==> src/rtl/sria_pkg.sv <==
// Shared types, constants and the term table of the stick-rate attitude integrator.
// No dependencies; every other file of the block uses this package.
package sria_pkg;

    localparam int SAMPLE_BITS    = 12;
    localparam int QUAT_FRAC_BITS = 30;

    localparam int RATE_W  = 17;
    localparam int QUAT_W  = 32;
    localparam int IN_W    = ((3 * SAMPLE_BITS + 7) / 8) * 8;
    localparam int OUT_W   = ((3 * RATE_W + 4 * QUAT_W + 7) / 8) * 8;
    localparam int DIV_W   = 31;
    localparam int MUL_W   = 33;
    localparam int CFG_W   = 24;
    localparam int CIDX_W  = 3;

    localparam logic [DIV_W-1:0] Q_ONE      = DIV_W'(1) << QUAT_FRAC_BITS;
    localparam logic [25:0]      HALF_PI_Q32 = 26'd37480660;   // pi/360 in Q0.32

    localparam logic [3:0] TERM_LAST  = 4'd12;   // 12 quaternion product terms
    localparam logic [3:0] SUMSQ_LAST = 4'd4;
    localparam logic [4:0] SQRT_FIRST = 5'd31;   // 32 root digits
    localparam logic [4:0] SHAPE_FRAC = 5'd16;
    localparam logic [4:0] NORM_FRAC  = 5'(QUAT_FRAC_BITS);

    typedef enum logic [CIDX_W-1:0] {
        REG_STICK_MIN  = 3'd0,
        REG_STICK_MAX  = 3'd1,
        REG_STICK_CTR  = 3'd2,
        REG_DEADZONE   = 3'd3,
        REG_RATE_LIMIT = 3'd4,
        REG_STEP_TIME  = 3'd5
    } reg_idx_t;

    typedef struct packed {
        logic [SAMPLE_BITS-1:0] minimum;
        logic [SAMPLE_BITS-1:0] maximum;
        logic [SAMPLE_BITS-1:0] center;
        logic [15:0]            deadzone;
        logic [9:0]             rate_limit;
        logic [23:0]            step_time;
    } cfg_t;

    typedef enum logic [4:0] {
        OP_NOP,
        OP_LOAD,
        OP_SPAN,
        OP_DZ,
        OP_SQ,
        OP_SCALE,
        OP_RATE,
        OP_HA1,
        OP_HA2,
        OP_HA3,
        OP_HA4,
        OP_QTERM,
        OP_MAG,
        OP_SUMSQ,
        OP_SQRT_INIT,
        OP_SQRT,
        OP_NDIV,
        OP_NSTORE,
        OP_OUT
    } op_t;

    typedef struct packed {
        op_t        op;
        logic [1:0] idx;
        logic [3:0] term;
        logic [4:0] k;
    } cmd_t;

    typedef struct packed {
        logic div_busy;
    } stat_t;

    // one product term of q (x) (0, h): attitude index, half-angle index
    // (0 pitch, 1 roll, 2 yaw), subtract flag, last term of its component
    typedef struct packed {
        logic [1:0] qi;
        logic [1:0] hi;
        logic       neg;
        logic       last;
        logic [1:0] comp;
    } term_t;

    function automatic term_t term_info(input logic [3:0] t);
        term_t r;
        r = '{qi: 2'd0, hi: 2'd0, neg: 1'b0, last: 1'b0, comp: 2'd0};
        case (t)
            4'd0:  r = '{qi: 2'd1, hi: 2'd1, neg: 1'b1, last: 1'b0, comp: 2'd0};
            4'd1:  r = '{qi: 2'd2, hi: 2'd0, neg: 1'b1, last: 1'b0, comp: 2'd0};
            4'd2:  r = '{qi: 2'd3, hi: 2'd2, neg: 1'b1, last: 1'b1, comp: 2'd0};
            4'd3:  r = '{qi: 2'd0, hi: 2'd1, neg: 1'b0, last: 1'b0, comp: 2'd1};
            4'd4:  r = '{qi: 2'd2, hi: 2'd2, neg: 1'b0, last: 1'b0, comp: 2'd1};
            4'd5:  r = '{qi: 2'd3, hi: 2'd0, neg: 1'b1, last: 1'b1, comp: 2'd1};
            4'd6:  r = '{qi: 2'd0, hi: 2'd0, neg: 1'b0, last: 1'b0, comp: 2'd2};
            4'd7:  r = '{qi: 2'd1, hi: 2'd2, neg: 1'b1, last: 1'b0, comp: 2'd2};
            4'd8:  r = '{qi: 2'd3, hi: 2'd1, neg: 1'b0, last: 1'b1, comp: 2'd2};
            4'd9:  r = '{qi: 2'd0, hi: 2'd2, neg: 1'b0, last: 1'b0, comp: 2'd3};
            4'd10: r = '{qi: 2'd1, hi: 2'd0, neg: 1'b0, last: 1'b0, comp: 2'd3};
            4'd11: r = '{qi: 2'd2, hi: 2'd1, neg: 1'b1, last: 1'b1, comp: 2'd3};
            default: r = '{qi: 2'd0, hi: 2'd0, neg: 1'b0, last: 1'b0, comp: 2'd0};
        endcase
        return r;
    endfunction

endpackage

==> src/rtl/sria_ctrl.sv <==
// Sequencer of the integrator: walks the datapath through one item and
// owns the stream handshakes. Depends on sria_pkg.
module sria_ctrl (
    input  logic            clk,
    input  logic            rst_n,
    input  logic            in_valid,
    output logic            in_ready,
    output logic            out_valid,
    input  logic            out_ready,
    input  sria_pkg::stat_t stat,
    output sria_pkg::cmd_t  cmd
);
    import sria_pkg::*;

    typedef enum logic [19:0] {
        S_IDLE      = 20'h00001,
        S_SPAN      = 20'h00002,
        S_SPAN_W    = 20'h00004,
        S_DZ        = 20'h00008,
        S_DZ_W      = 20'h00010,
        S_SQ        = 20'h00020,
        S_SCALE     = 20'h00040,
        S_RATE      = 20'h00080,
        S_HA1       = 20'h00100,
        S_HA2       = 20'h00200,
        S_HA3       = 20'h00400,
        S_HA4       = 20'h00800,
        S_QTERM     = 20'h01000,
        S_MAG       = 20'h02000,
        S_SUMSQ     = 20'h04000,
        S_SQRT_INIT = 20'h08000,
        S_SQRT      = 20'h10000,
        S_NDIV      = 20'h20000,
        S_NDIV_W    = 20'h40000,
        S_OUT       = 20'h80000
    } state_t;

    state_t     state_reg, state_next;
    logic [1:0] ax_reg, ax_next;
    logic [3:0] t_reg, t_next;
    logic [4:0] k_reg, k_next;
    logic       ov_reg, ov_next;

    always_comb
    begin
        state_next = state_reg;
        ax_next    = ax_reg;
        t_next     = t_reg;
        k_next     = k_reg;
        ov_next    = ov_reg;
        in_ready   = 1'b0;
        cmd        = '{op: OP_NOP, idx: ax_reg, term: t_reg, k: k_reg};
        if (ov_reg && out_ready)
            ov_next = 1'b0;
        case (state_reg)
            S_IDLE:
            begin
                in_ready = 1'b1;
                if (in_valid)
                begin
                    cmd.op     = OP_LOAD;
                    ax_next    = 2'd0;
                    state_next = S_SPAN;
                end
            end
            S_SPAN:
            begin
                cmd.op     = OP_SPAN;
                state_next = S_SPAN_W;
            end
            S_SPAN_W:
                if (!stat.div_busy)
                    state_next = S_DZ;
            S_DZ:
            begin
                cmd.op     = OP_DZ;
                state_next = S_DZ_W;
            end
            S_DZ_W:
                if (!stat.div_busy)
                    state_next = S_SQ;
            S_SQ:
            begin
                cmd.op     = OP_SQ;
                state_next = S_SCALE;
            end
            S_SCALE:
            begin
                cmd.op     = OP_SCALE;
                state_next = S_RATE;
            end
            S_RATE:
            begin
                cmd.op     = OP_RATE;
                state_next = S_HA1;
            end
            S_HA1:
            begin
                cmd.op     = OP_HA1;
                state_next = S_HA2;
            end
            S_HA2:
            begin
                cmd.op     = OP_HA2;
                state_next = S_HA3;
            end
            S_HA3:
            begin
                cmd.op     = OP_HA3;
                state_next = S_HA4;
            end
            S_HA4:
            begin
                cmd.op = OP_HA4;
                if (ax_reg == 2'd2)
                begin
                    ax_next    = 2'd0;
                    t_next     = 4'd0;
                    state_next = S_QTERM;
                end
                else
                begin
                    ax_next    = ax_reg + 2'd1;
                    state_next = S_SPAN;
                end
            end
            S_QTERM:
            begin
                cmd.op = OP_QTERM;
                if (t_reg == TERM_LAST)
                    state_next = S_MAG;
                else
                    t_next = t_reg + 4'd1;
            end
            S_MAG:
            begin
                cmd.op     = OP_MAG;
                t_next     = 4'd0;
                state_next = S_SUMSQ;
            end
            S_SUMSQ:
            begin
                cmd.op = OP_SUMSQ;
                if (t_reg == SUMSQ_LAST)
                    state_next = S_SQRT_INIT;
                else
                    t_next = t_reg + 4'd1;
            end
            S_SQRT_INIT:
            begin
                cmd.op     = OP_SQRT_INIT;
                k_next     = SQRT_FIRST;
                state_next = S_SQRT;
            end
            S_SQRT:
            begin
                cmd.op = OP_SQRT;
                if (k_reg == 5'd0)
                begin
                    ax_next    = 2'd0;
                    state_next = S_NDIV;
                end
                else
                begin
                    k_next = k_reg - 5'd1;
                end
            end
            S_NDIV:
            begin
                cmd.op     = OP_NDIV;
                state_next = S_NDIV_W;
            end
            S_NDIV_W:
            begin
                if (!stat.div_busy)
                begin
                    cmd.op = OP_NSTORE;
                    if (ax_reg == 2'd3)
                    begin
                        state_next = S_OUT;
                    end
                    else
                    begin
                        ax_next    = ax_reg + 2'd1;
                        state_next = S_NDIV;
                    end
                end
            end
            S_OUT:
            begin
                if (!ov_reg || out_ready)
                begin
                    cmd.op     = OP_OUT;
                    ov_next    = 1'b1;
                    state_next = S_IDLE;
                end
            end
            default:
                state_next = S_IDLE;
        endcase
    end

    always_ff @(posedge clk or negedge rst_n)
    begin
        if (!rst_n)
        begin
            state_reg <= S_IDLE;
            ax_reg    <= '0;
            t_reg     <= '0;
            k_reg     <= '0;
            ov_reg    <= 1'b0;
        end
        else
        begin
            state_reg <= state_next;
            ax_reg    <= ax_next;
            t_reg     <= t_next;
            k_reg     <= k_next;
            ov_reg    <= ov_next;
        end
    end

    assign out_valid = ov_reg;

endmodule

==> config.mk <==
export PLATFORM = sky130hd
export DESIGN_NAME = sria_ctrl
export DESIGN_NICKNAME = d
export VERILOG_FILES = /design/src/rtl/sria_pkg.sv /design/src/rtl/sria_ctrl.sv
export SDC_FILE = /design/constraint.sdc
export NUM_CORES = 1
export LEC_CHECK = 0
export BUFFER_PORTS_ARGS = -buffer_cell sky130_fd_sc_hd__buf_4
export CORE_MARGIN = 4
export CORE_UTILIZATION = 50
export CTS_CLUSTER_SIZE = 25
export DETAILED_ROUTE_END_ITERATION = 16
export PLACE_DENSITY = 0.72
export SLEW_MARGIN = 10
export SYNTH_ARGS = -nofsm -noshare
export SYNTH_HDL_FRONTEND = slang
export SYNTH_SLANG_ARGS = --single-unit
export TNS_END_PERCENT = 5
==> constraint.sdc <==
create_clock -name clk -period 2.6 [get_ports clk]
set_input_delay 0.52 -clock clk [delete_from_list [all_inputs] [get_ports clk]]
set_output_delay 0.52 -clock clk [all_outputs]
set_load 0.01 [all_outputs]
# Yosys cells after proc, flatten, opt, wreduce, memory -nomap -nowiden
# Cells that the tools add are included.
[totals]
reg_bits = 32
latchBits = 0
mem_bits_rw = 0
mem_bits_ro = 0
input_bits = 5
out_inout_bits = 18
word_cells = 87
mem_count = 0
[op_classes]
n_addsub = 3
mul = 0
div = 0
order_cmp = 0
n_eq_ne = 37
shifts = 0
muxes = 31
bitwise_logic = 0
reduce_logical = 11
[ops]
columns = ["operator", "count"]
rows = [
  ["$pmux W20 S20", 1],
  ["$mux W20", 9],
  ["$pmux W5 S18", 1],
  ["$ne A2 B2 Y1 const B", 13],
  ["$eq A20 B1 Y1 const B", 1],
  ["$eq A20 B10 Y1 const B", 1],
  ["$eq A20 B11 Y1 const B", 1],
  ["$eq A20 B12 Y1 const B", 1],
  ["$eq A20 B13 Y1 const B", 1],
  ["$eq A20 B14 Y1 const B", 1],
  ["$eq A20 B15 Y1 const B", 1],
  ["$eq A20 B16 Y1 const B", 1],
  ["$eq A20 B17 Y1 const B", 1],
  ["$eq A20 B18 Y1 const B", 1],
  ["$eq A20 B19 Y1 const B", 1],
  ["$eq A20 B2 Y1 const B", 1],
  ["$eq A20 B20 Y1 const B", 1],
  ["$eq A20 B3 Y1 const B", 1],
  ["$eq A20 B4 Y1 const B", 1],
  ["$eq A20 B5 Y1 const B", 1],
  ["$eq A20 B6 Y1 const B", 1],
  ["$eq A20 B7 Y1 const B", 1],
  ["$eq A20 B8 Y1 const B", 1],
  ["$eq A20 B9 Y1 const B", 1],
  ["other kinds (24)", 38],
]

# Depth between registers and ports, before layout
# Gate-level depths: netlist (run 1).
[logic_depth]
word_depth = 4
mapped_depth = 8
mapped_depth_nobuf = 8

# Least setup slack after synthesis (run 1)
# No wires, ideal clock.
[synth_path]
kind = "reg2out"
startpoint = "register state_reg[2]"
endpoint = "output port cmd[11] in the netlist's numbering"
arrival_time_ns = 2.058
t_required_ns = 2.080
slack_ns = 0.022
path_stages_with_launch = 7
n_path_buf = 1
path_cell_list = "dfrtp_1 -> buf_4 -> or4_1 -> nor4_2 -> nand2b_1 -> nor4b_1 -> or4_1"
[synth_lines]
columns = ["element", "line_no", "source"]
rows = [
  ["from (decl)", "sria_ctrl.sv:38", "state_t state_reg, state_next;"],
  ["from (signal assigned)", "sria_ctrl.sv:215", "state_reg <= state_next;"],
  ["to (decl)", "sria_ctrl.sv:11", "output sria_pkg::cmd_t cmd"],
]

==> impl_metrics.csv, run 1 <==
group,metric,value,unit
routing,drt_wl_total,6990,um
final_layout,fill_cells,349,
final_layout,syn_to_final_growth,32.2,%
power_and_ir_drop,power_density,670,nW/um^2
setup_path,rr_endpoint,"t_reg[2]",
global_route,antenna_found_initial,0,
synth,yosys_warnings,0,
timing,layout_min_cycle_time,2930,ps
clock_network,h-tree-depth,2,
final_layout,layout_commonest_cell,"buf_4",
power_and_ir_drop,swShare,0.353,
power_and_ir_drop,pwr-share-clk,0.250,
routing,avgRoutedWirePerCell,17.9,um
setup_path,cp_slowest_cell,"or4_4",
setup_path,reg2reg_from,"state_reg[17]",
hold_path,hp-class,"in2async",
power_and_ir_drop,pwr-share-seq,0.258,
floorplanning,num_rows,24,
clock_network,holdBufCountCts,0,
synth,netlist_area,2400,um^2
clock_network,clock-root-buffer,"clkbuf_8",
final_layout,diodes,0,
setup_path,critPathMaxStageDelay,610,ps
final_layout,regArea,802,um^2
power_and_ir_drop,power.total,2.12,mW
setup_path,r2r_cells,8,
placed_design,place_area,2960,um^2
setup_path,crit_fanout,4,
routing,dr.pass1.iters,5,
clock_network,cts_tree,"yes",
global_route,grt_overflow,0,
clock_network,cts.reportedPaths.clkPinSlew,70,ps
synth,yosysTopAreaCellShare,0.323,
timing,rsz0062_at_grt,"yes",
timing,worst_slew_pin_slew,662,ps
run,drv_cap,0,
placed_design,dpl.hpwl,5310,um
global_route,grt_max_degree,33,
synth,synth-async-reset-ratio,1.00,
floorplanning,die-area,5970,um^2
floorplanning,die_x,77.3,um
clock_network,clock-sinks,32,
routing,detail-route-antenna-nets,0,
setup_path,r2r_setup_slack,40,ps
setup_path,crit_path_end_kind,"output pin",
synth,synth_area_leaders,"dfrtp_1 (32%), ha_1 (4.2%), nor4b_1 (4.0%), nand2_1 (3.6%), nor4_4 (3.5%)",
placed_design,gp_congestion,0.886,
setup_path,crit_path_frequent_cell,"buf_4",
routing,drc,0,
clock_network,cts_buffers,5,
final_layout,largest_register_ffs,20,
synth,synth_area_leader_cell,"dfrtp_1",
timing,setup_ws,-326,ps
routing,first_iter_violations,165,
timing,fin_skew,9.01,ps
power_and_ir_drop,p_sw,0.749,mW
synth,synth_seq_cells,32,
routing,via_per_inst,6.21,
final_layout,multiInputGateArea,1520,um^2
timing,fin_crit_sh,1.13,
timing,fmax,342,MHz
synth,syn_avg_cell_area,8.98,um^2
power_and_ir_drop,irDropWorstVdd,0.355,mV
timing,whs,158,ps
setup_path,crit_arrival,2410,ps
floorplanning,die_y,77.3,um
synth,synth.distinct_cells,59,
synth,synth_nets,280,
synth,yosysSeqAreaShare,0.334,
global_route,grt_pass1_wl,11700,um
setup_path,start_kind,"register",
outcome,outcome,"complete, but fails checks",
synth,synthFlopType,"dfrtp_1",
timing,slew_headroom,0.558,
final_layout,fin_util,0.704,
final_layout,postLayoutCellArea,3170,um^2
final_layout,layout.cells.non_filler,391,
final_layout,final_cell_mix,"buf_4 (82), dfrtp_1 (31), nand2_1 (23)",
power_and_ir_drop,p_leak,1.48,nW
timing,fin_setup_tns,-1140,ps
clock_network,insertion_delay,290,ps
floorplanning,pin_count,23,
synth,synth-edff-count,0,
placed_design,dp_cells,381,
timing,hold_viol,0,
placed_design,dp_slack,-124,ps
outcome,violations,"setup timing",
timing,setup_violations,5,
floorplanning,coreArea,4500,um^2
global_route,first_global_vias,2460,
timing,slew_viol_final,0,
placed_design,portBuffers,22,
floorplanning,initial_core_util,0.532,
final_layout,nets,351,
final_layout,drive_above_1_share,0.360,
setup_path,critPathKind,"reg2out",
global_route,grt_use_total,0.246,
clock_network,clockBufferDepth,2,
setup_path,cp_cell_sequence,"or4_4 > nor4_4 > nand2b_1 > nor4b_2 > buf_4 > nor2_2 > nand4_1 > buf_4",
power_and_ir_drop,intPower,1.37,mW
setup_path,critPathRequiredTime,2080,ps
power_and_ir_drop,comb_power_share,0.493,
synth,syn_inst,267,
routing,vias,2427,
cell families after synthesis:
family / synth area share
AND/OR/NAND/NOR: 0.370
AO/OA/AOI/OAI: 0.141
flip-flops: 0.334
buffers and inverters: 0.0631
XOR/XNOR: 0.0365
adder cells (fa/ha/maj): 0.0417
multiplexers: 0.0130
cells in the mapped netlist (3+ instances only):
| library cell | count |
|---|---|
| or4_4 | 3 |
| and3_1 | 3 |
| nand4_1 | 7 |
| o21ai_0 | 5 |
| nor3b_1 | 3 |
| nor4_4 | 4 |
| or4_1 | 7 |
| xnor2_1 | 6 |
| xor2_1 | 4 |
| a21oi_1 | 6 |
| nor2_1 | 17 |
| nor4b_1 | 11 |
| a211oi_1 | 3 |
| nor4_2 | 3 |
| nand3_1 | 15 |
| dfrtp_1 | 31 |
| clkbuf_1 | 3 |
| nand2_1 | 23 |
| nor4_1 | 6 |
| ha_1 | 8 |
| nand2b_1 | 5 |
| buf_2 | 10 |
| or3_1 | 5 |
| nor2b_1 | 4 |
| nand3b_1 | 3 |
| inv_1 | 12 |
| buf_4 | 3 |
| nor3_1 | 12 |
per-layer routing:
metal	GRT usage	routed length, um	vias to the layer above
li1	-	-	1161
met4	0.116	249	0
met2	0.411	3390	86
met1	0.301	2960	1158
met3	0.0515	397	22
met5	0	0	-
worst max path at each step:
stage / startpoint / end / cells after the start
3_5_place_dp: state_reg[17] / cmd[11] / 6
6_report: state_reg[13] / cmd[12] / 8
2_1_floorplan: state_reg[2] / cmd[11] / 6
5_1_grt: state_reg[9] / cmd[12] / 8
3_3_place_gp: state_reg[17] / cmd[12] / 8
4_1_cts: state_reg[3] / cmd[12] / 8
worst max-delay path, delay by kind of cell, from the launching register on:
family | cells | cell delay [ps]
AND/OR/NAND/NOR | 6 | 1420
flip-flops | 1 | 390
buffers and inverters | 2 | 310
power groups by stage:
stage | combinational, mW | clock (mW) | sequential (mW)
after floorplan | 0.536 | 0 | 0.541
after global placement | 0.924 | 0 | 0.553
after detailed placement | 0.932 | 0 | 0.555
after CTS | 1.01 | 0.534 | 0.547
after global routing | 1.12 | 0.558 | 0.552
final | 1.05 | 0.530 | 0.547
area by class of cell:
class | instances | share of cell area
clock buffers | 7 | 0.0304
flip-flops and latches | 32 | 0.253
inverters | 12 | 0.0142
repair buffers | 82 | 0.194
clock inverters | 1 | 0.00947
well taps | 52 | 0.0205
multi-input cells | 205 | 0.478
what timing repair did:
| action | CTS | global route |
|---|---|---|
| buffers inserted | 2 | 0 |
| pin swaps | 3 | 4 |
| setup endpoints to repair | 6 | 12 |
| cloned | 0 | 0 |
| gates resized for setup | 9 | 5 |
Note: power is estimated with default switching activity, not from simulation.
==> inputs of run 2 (changes only) <==
==> constraint.sdc (replaced) <==
create_clock -name clk -period 2.6 [get_ports clk]
set_input_delay 0.39 -clock clk [delete_from_list [all_inputs] [get_ports clk]]
set_output_delay 0.39 -clock clk [all_outputs]
set_load 0.01 [all_outputs]
==> impl_metrics.csv, run 2 (same netlist as run 1, synthesis figures left out) <==
group,metric,value,unit
outcome,outcome,"complete, but fails checks",
outcome,violations,"setup timing",
power_and_ir_drop,irDropWorstVdd,0.412,mV
global_route,first_global_vias,2353,
hold_path,hp-class,"in2async",
floorplanning,die_y,77.3,um
clock_network,insertion_delay,290,ps
power_and_ir_drop,p_leak,1.47,nW
setup_path,cp_cell_sequence,"or4_4 > nor4_4 > nand2b_1 > nor4b_2 > buf_4 > nor2_2 > nand4_1 > buf_4",
placed_design,portBuffers,22,
final_layout,final_cell_mix,"buf_4 (78), dfrtp_1 (29), nand2_1 (21)",
clock_network,cts_tree,"yes",
timing,fin_crit_sh,1.12,
routing,detail-route-antenna-nets,0,
timing,layout_min_cycle_time,2920,ps
setup_path,crit_fanout,3,
final_layout,fin_util,0.704,
routing,first_iter_violations,208,
routing,drc,0,
routing,via_per_inst,6.13,
global_route,antenna_found_initial,0,
clock_network,clockBufferDepth,2,
clock_network,cts_buffers,5,
clock_network,holdBufCountCts,0,
setup_path,cp_top_family,"simple AND/OR/NAND/NOR gates",
timing,hold_viol,0,
timing,slew_viol_final,0,
floorplanning,die_x,77.3,um
final_layout,layout_commonest_cell,"buf_4",
setup_path,critPathRequiredTime,2210,ps
clock_network,clock-root-buffer,"clkbuf_8",
timing,setup_ws,-316,ps
floorplanning,pin_count,23,
global_route,grt_use_total,0.247,
final_layout,diodes,0,
routing,drt_wl_total,7140,um
setup_path,crit_arrival,2530,ps
floorplanning,die-area,5970,um^2
timing,fmax,343,MHz
setup_path,crit_path_end_kind,"output pin",
timing,slew_headroom,0.543,
setup_path,r2r_cells,9,
run,drv_cap,0,
floorplanning,initial_core_util,0.532,
placed_design,dp_slack,-15.4,ps
final_layout,drive_above_1_share,0.368,
routing,dr.pass1.iters,4,
timing,fin_setup_tns,-880,ps
global_route,grt_max_degree,33,
placed_design,dpl.hpwl,5330,um
final_layout,regArea,805,um^2
power_and_ir_drop,power_density,634,nW/um^2
routing,avgRoutedWirePerCell,18.3,um
clock_network,h-tree-depth,2,
setup_path,critPathKind,"reg2out",
floorplanning,coreArea,4500,um^2
timing,fin_skew,8.73,ps
global_route,grt_pass1_wl,11700,um
timing,worst_slew_pin_slew,675,ps
clock_network,cts.reportedPaths.clkPinSlew,70,ps
final_layout,postLayoutCellArea,3170,um^2
timing,rsz0062_at_grt,"yes",
final_layout,largest_register_ffs,20,
power_and_ir_drop,power.total,2.01,mW
global_route,grt_overflow,0,
clock_network,clock-sinks,32,
placed_design,place_area,2900,um^2
setup_path,path_depth,8,
final_layout,nets,350,
setup_path,critPathMaxStageDelay,570,ps
final_layout,multiInputGateArea,1530,um^2
setup_path,crit_path_frequent_cell,"buf_4",
placed_design,gp_congestion,0.934,
setup_path,cp_slowest_cell,"or4_4",
setup_path,cp_num_buf_inv,2,
final_layout,syn_to_final_growth,32.2,%
floorplanning,num_rows,24,
routing,vias,2385,
setup_path,start_kind,"register",
final_layout,fill_cells,363,
timing,setup_violations,4,
==> run 2: per-stage QoR <==
step	hold slack, ps	instances
2_1_floorplan	94.4	267
3_5_place_dp	356	371
5_1_grt	62.0	389
4_1_cts	52.1	385
3_3_place_gp	354	371
6_report	33.1	389
==> run 2: path summary, 6_finish.rpt <==
check	slack, ps	from	to
worst min register to register	560	k_reg[4]	k_reg[4]
min in group clk	410	in_valid	state_reg[0]
worst min-delay path	30	rst_n	state_reg[7]
max in group asynchronous	2230	rst_n	state_reg[0]
worst max-delay path	-320	state_reg[3]	cmd[12]
worst max register to register	0	state_reg[12]	ax_reg[1]
==> run 2: layout make-up <==
class                           instances  share of cell area
Multi-Input combinational cell        205               0.483
Sequential cell                        32               0.254
Timing Repair Buffer                   81               0.198
Clock buffer                            7              0.0304
Tap cell                               52              0.0205
Inverter                               12              0.0142
==> run 2: report_power, final <==
part | internal [mW] | total [mW] | switching, mW
combinational | 0.514 | 1.03 | 0.516
sequential | 0.528 | 0.565 | 0.0375
clock | 0.236 | 0.417 | 0.181
total | 1.28 | 2.01 | 0.735
==> run 2: repair_timing <==
item | CTS | global route
setup buffers | 7 | 4
setup endpoints to repair | 4 | 12
resized for setup | 14 | 8
cloned | 0 | 0
pin swaps | 3 | 10
==> run 2: layer usage <==
layer,GRT usage,vias to the layer above,routed length (um)
met1,0.326,1139,3090
li1,-,1152,-
met5,0,-,0
met2,0.396,80,3430
met3,0.0550,14,450
met4,0.0872,0,172
==> inputs of run 3 (changes only) <==
--- a/config.mk
+++ b/config.mk
@@ -6,11 +6,12 @@
 export NUM_CORES = 1
 export LEC_CHECK = 0
 export BUFFER_PORTS_ARGS = -buffer_cell sky130_fd_sc_hd__buf_4
+export CAP_MARGIN = 15
 export CORE_MARGIN = 4
 export CORE_UTILIZATION = 50
 export CTS_CLUSTER_SIZE = 25
 export DETAILED_ROUTE_END_ITERATION = 16
-export PLACE_DENSITY = 0.72
+export PLACE_DENSITY = 0.69
 export SLEW_MARGIN = 10
 export SYNTH_ARGS = -nofsm -noshare
 export SYNTH_HDL_FRONTEND = slang
==> constraint.sdc (replaced) <==
create_clock -name clk -period 3.63 [get_ports clk]
set_input_delay 0.5445 -clock clk [delete_from_list [all_inputs] [get_ports clk]]
set_output_delay 0.5445 -clock clk [all_outputs]
set_load 0.01 [all_outputs]
==> impl_metrics.csv, run 3 (same netlist as run 1, synthesis figures left out) <==
group,metric,value,unit
clock_network,h-tree-depth,2,
power_and_ir_drop,p_sw,0.456,mW
global_route,grt_pass1_wl,9740,um
clock_network,clock-root-buffer,"clkbuf_8",
setup_path,reg2reg_from,"state_reg[13]",
placed_design,dpl.hpwl,4460,um
setup_path,cp_slowest_cell,"or4_1",
power_and_ir_drop,swShare,0.362,
final_layout,regArea,802,um^2
clock_network,cts.reportedPaths.clkPinSlew,70,ps
clock_network,clock-sinks,32,
routing,drt_wl_total,5920,um
hold_path,hp-class,"in2async",
outcome,outcome,"completed",
final_layout,final_cell_mix,"dfrtp_1 (31), buf_4 (26), nand2_1 (23)",
routing,drc,0,
timing,slew_viol_final,0,
final_layout,layout_commonest_cell,"dfrtp_1",
floorplanning,num_rows,24,
final_layout,diodes,0,
clock_network,holdBufCountCts,0,
timing,worst_slew_pin_slew,808,ps
setup_path,cp_top_family,"simple AND/OR/NAND/NOR gates",
final_layout,multiInputGateArea,1450,um^2
setup_path,critPathMaxStageDelay,630,ps
clock_network,cts_buffers,5,
routing,via_per_inst,6.44,
final_layout,fill_cells,406,
setup_path,startpoint,"state_reg[9]",
setup_path,start_kind,"register",
timing,setup_violations,0,
routing,first_iter_violations,245,
timing,fin_skew,4.34,ps
timing,rsz0062_at_grt,"no",
power_and_ir_drop,power_density,471,nW/um^2
power_and_ir_drop,intPower,0.805,mW
timing,whs,185,ps
setup_path,r2r_cells,7,
clock_network,insertion_delay,290,ps
setup_path,crit_fanout,7,
global_route,grt_max_degree,33,
clock_network,cts_tree,"yes",
setup_path,crit_path_end,"cmd[12]",
global_route,antenna_found_initial,0,
setup_path,critPathRequiredTime,3090,ps
timing,fmax,305,MHz
routing,avgRoutedWirePerCell,17.7,um
final_layout,syn_to_final_growth,11.7,%
global_route,first_global_vias,1972,
setup_path,cp_num_buf_inv,1,
setup_path,cp_cell_sequence,"or4_1 > nor4_2 > nand2b_1 > nor4b_1 > nor2_1 > nand4_1 > buf_4",
floorplanning,die_y,77.3,um
clock_network,cts_setup_buffers,0,
routing,vias,2159,
global_route,grt_overflow,0,
setup_path,rr_endpoint,"t_reg[0]",
final_layout,largest_register_ffs,20,
final_layout,fin_util,0.595,
routing,detail-route-antenna-nets,0,
setup_path,r2r_setup_slack,920,ps
run,drv_cap,0,
floorplanning,pin_count,23,
setup_path,path_depth,7,
final_layout,drive_above_1_share,0.187,
power_and_ir_drop,pwr-share-seq,0.333,
setup_path,crit_path_end_kind,"output pin",
power_and_ir_drop,pwr-share-clk,0.296,
timing,slew_headroom,0.454,
timing,fin_crit_sh,0.904,
timing,layout_min_cycle_time,3280,ps
power_and_ir_drop,p_leak,1.18,nW
setup_path,critPathKind,"reg2out",
routing,dr.pass1.iters,5,
power_and_ir_drop,irDropWorstVdd,0.247,mV
timing,fin_setup_tns,0,ps
power_and_ir_drop,comb_power_share,0.371,
clock_network,cts_resized,0,
floorplanning,initial_core_util,0.532,
clock_network,clockBufferDepth,2,
final_layout,nets,295,
timing,hold_viol,0,
global_route,grt_use_total,0.207,
floorplanning,coreArea,4500,um^2
floorplanning,die-area,5970,um^2
setup_path,crit_arrival,2740,ps
placed_design,gp_congestion,0.886,
placed_design,portBuffers,22,
floorplanning,die_x,77.3,um
run 3: cell types whose count changed in the layout (fill, tap and decap cells not counted), sizes merged:
| cell | change |
|---|---|
| buf | -55 |
| bufinv | +1 |
run 3: metal layers:
layer	global-route usage	wire, um	vias to the layer above
met5	0	0	-
met4	0.0605	82	0
met3	0.0445	431	10
met2	0.331	2770	91
met1	0.281	2640	1019
li1	-	-	1039
run 3: final cells by class:
| class | count | area share |
|---|---|---|
| inverter | 12 | 0.0168 |
| multi-input combinational | 205 | 0.539 |
| timing repair buffer | 26 | 0.0729 |
| clock inverter | 1 | 0.0112 |
| sequential | 32 | 0.299 |
| clock buffer | 7 | 0.0360 |
| tap | 52 | 0.0243 |
run 3: power by group through the flow:
stage / clock network (mW) / logic (mW) / registers, mW
6_report: 0.373 / 0.468 / 0.420
2_1_floorplan: 0 / 0.384 / 0.388
5_1_grt: 0.393 / 0.519 / 0.423
4_1_cts: 0.379 / 0.464 / 0.418
3_3_place_gp: 0 / 0.460 / 0.425
3_5_place_dp: 0 / 0.461 / 0.424
run 3: worst min path at each step:
| stage | start | end | cells after the start |
|---|---|---|---|
| 6_report | rst_n | state_reg[7] | 1 |
| 3_5_place_dp | rst_n | state_reg[6] | 1 |
| 2_1_floorplan | rst_n | ax_reg[0] | 0 |
| 3_3_place_gp | rst_n | state_reg[6] | 1 |
| 5_1_grt | rst_n | state_reg[7] | 1 |
| 4_1_cts | rst_n | state_reg[6] | 1 |
run 3: per-stage QoR:
stage                     power, mW  cells  setup WS [ps]  area (um^2)
after floorplan               0.771    267           1030         2400
after global placement        0.885    327            683         2550
after detailed placement      0.886    327            648         2550
after CTS                      1.26    335            336         2680
after global routing           1.34    335            141         2680
final                          1.26    335            350         2680
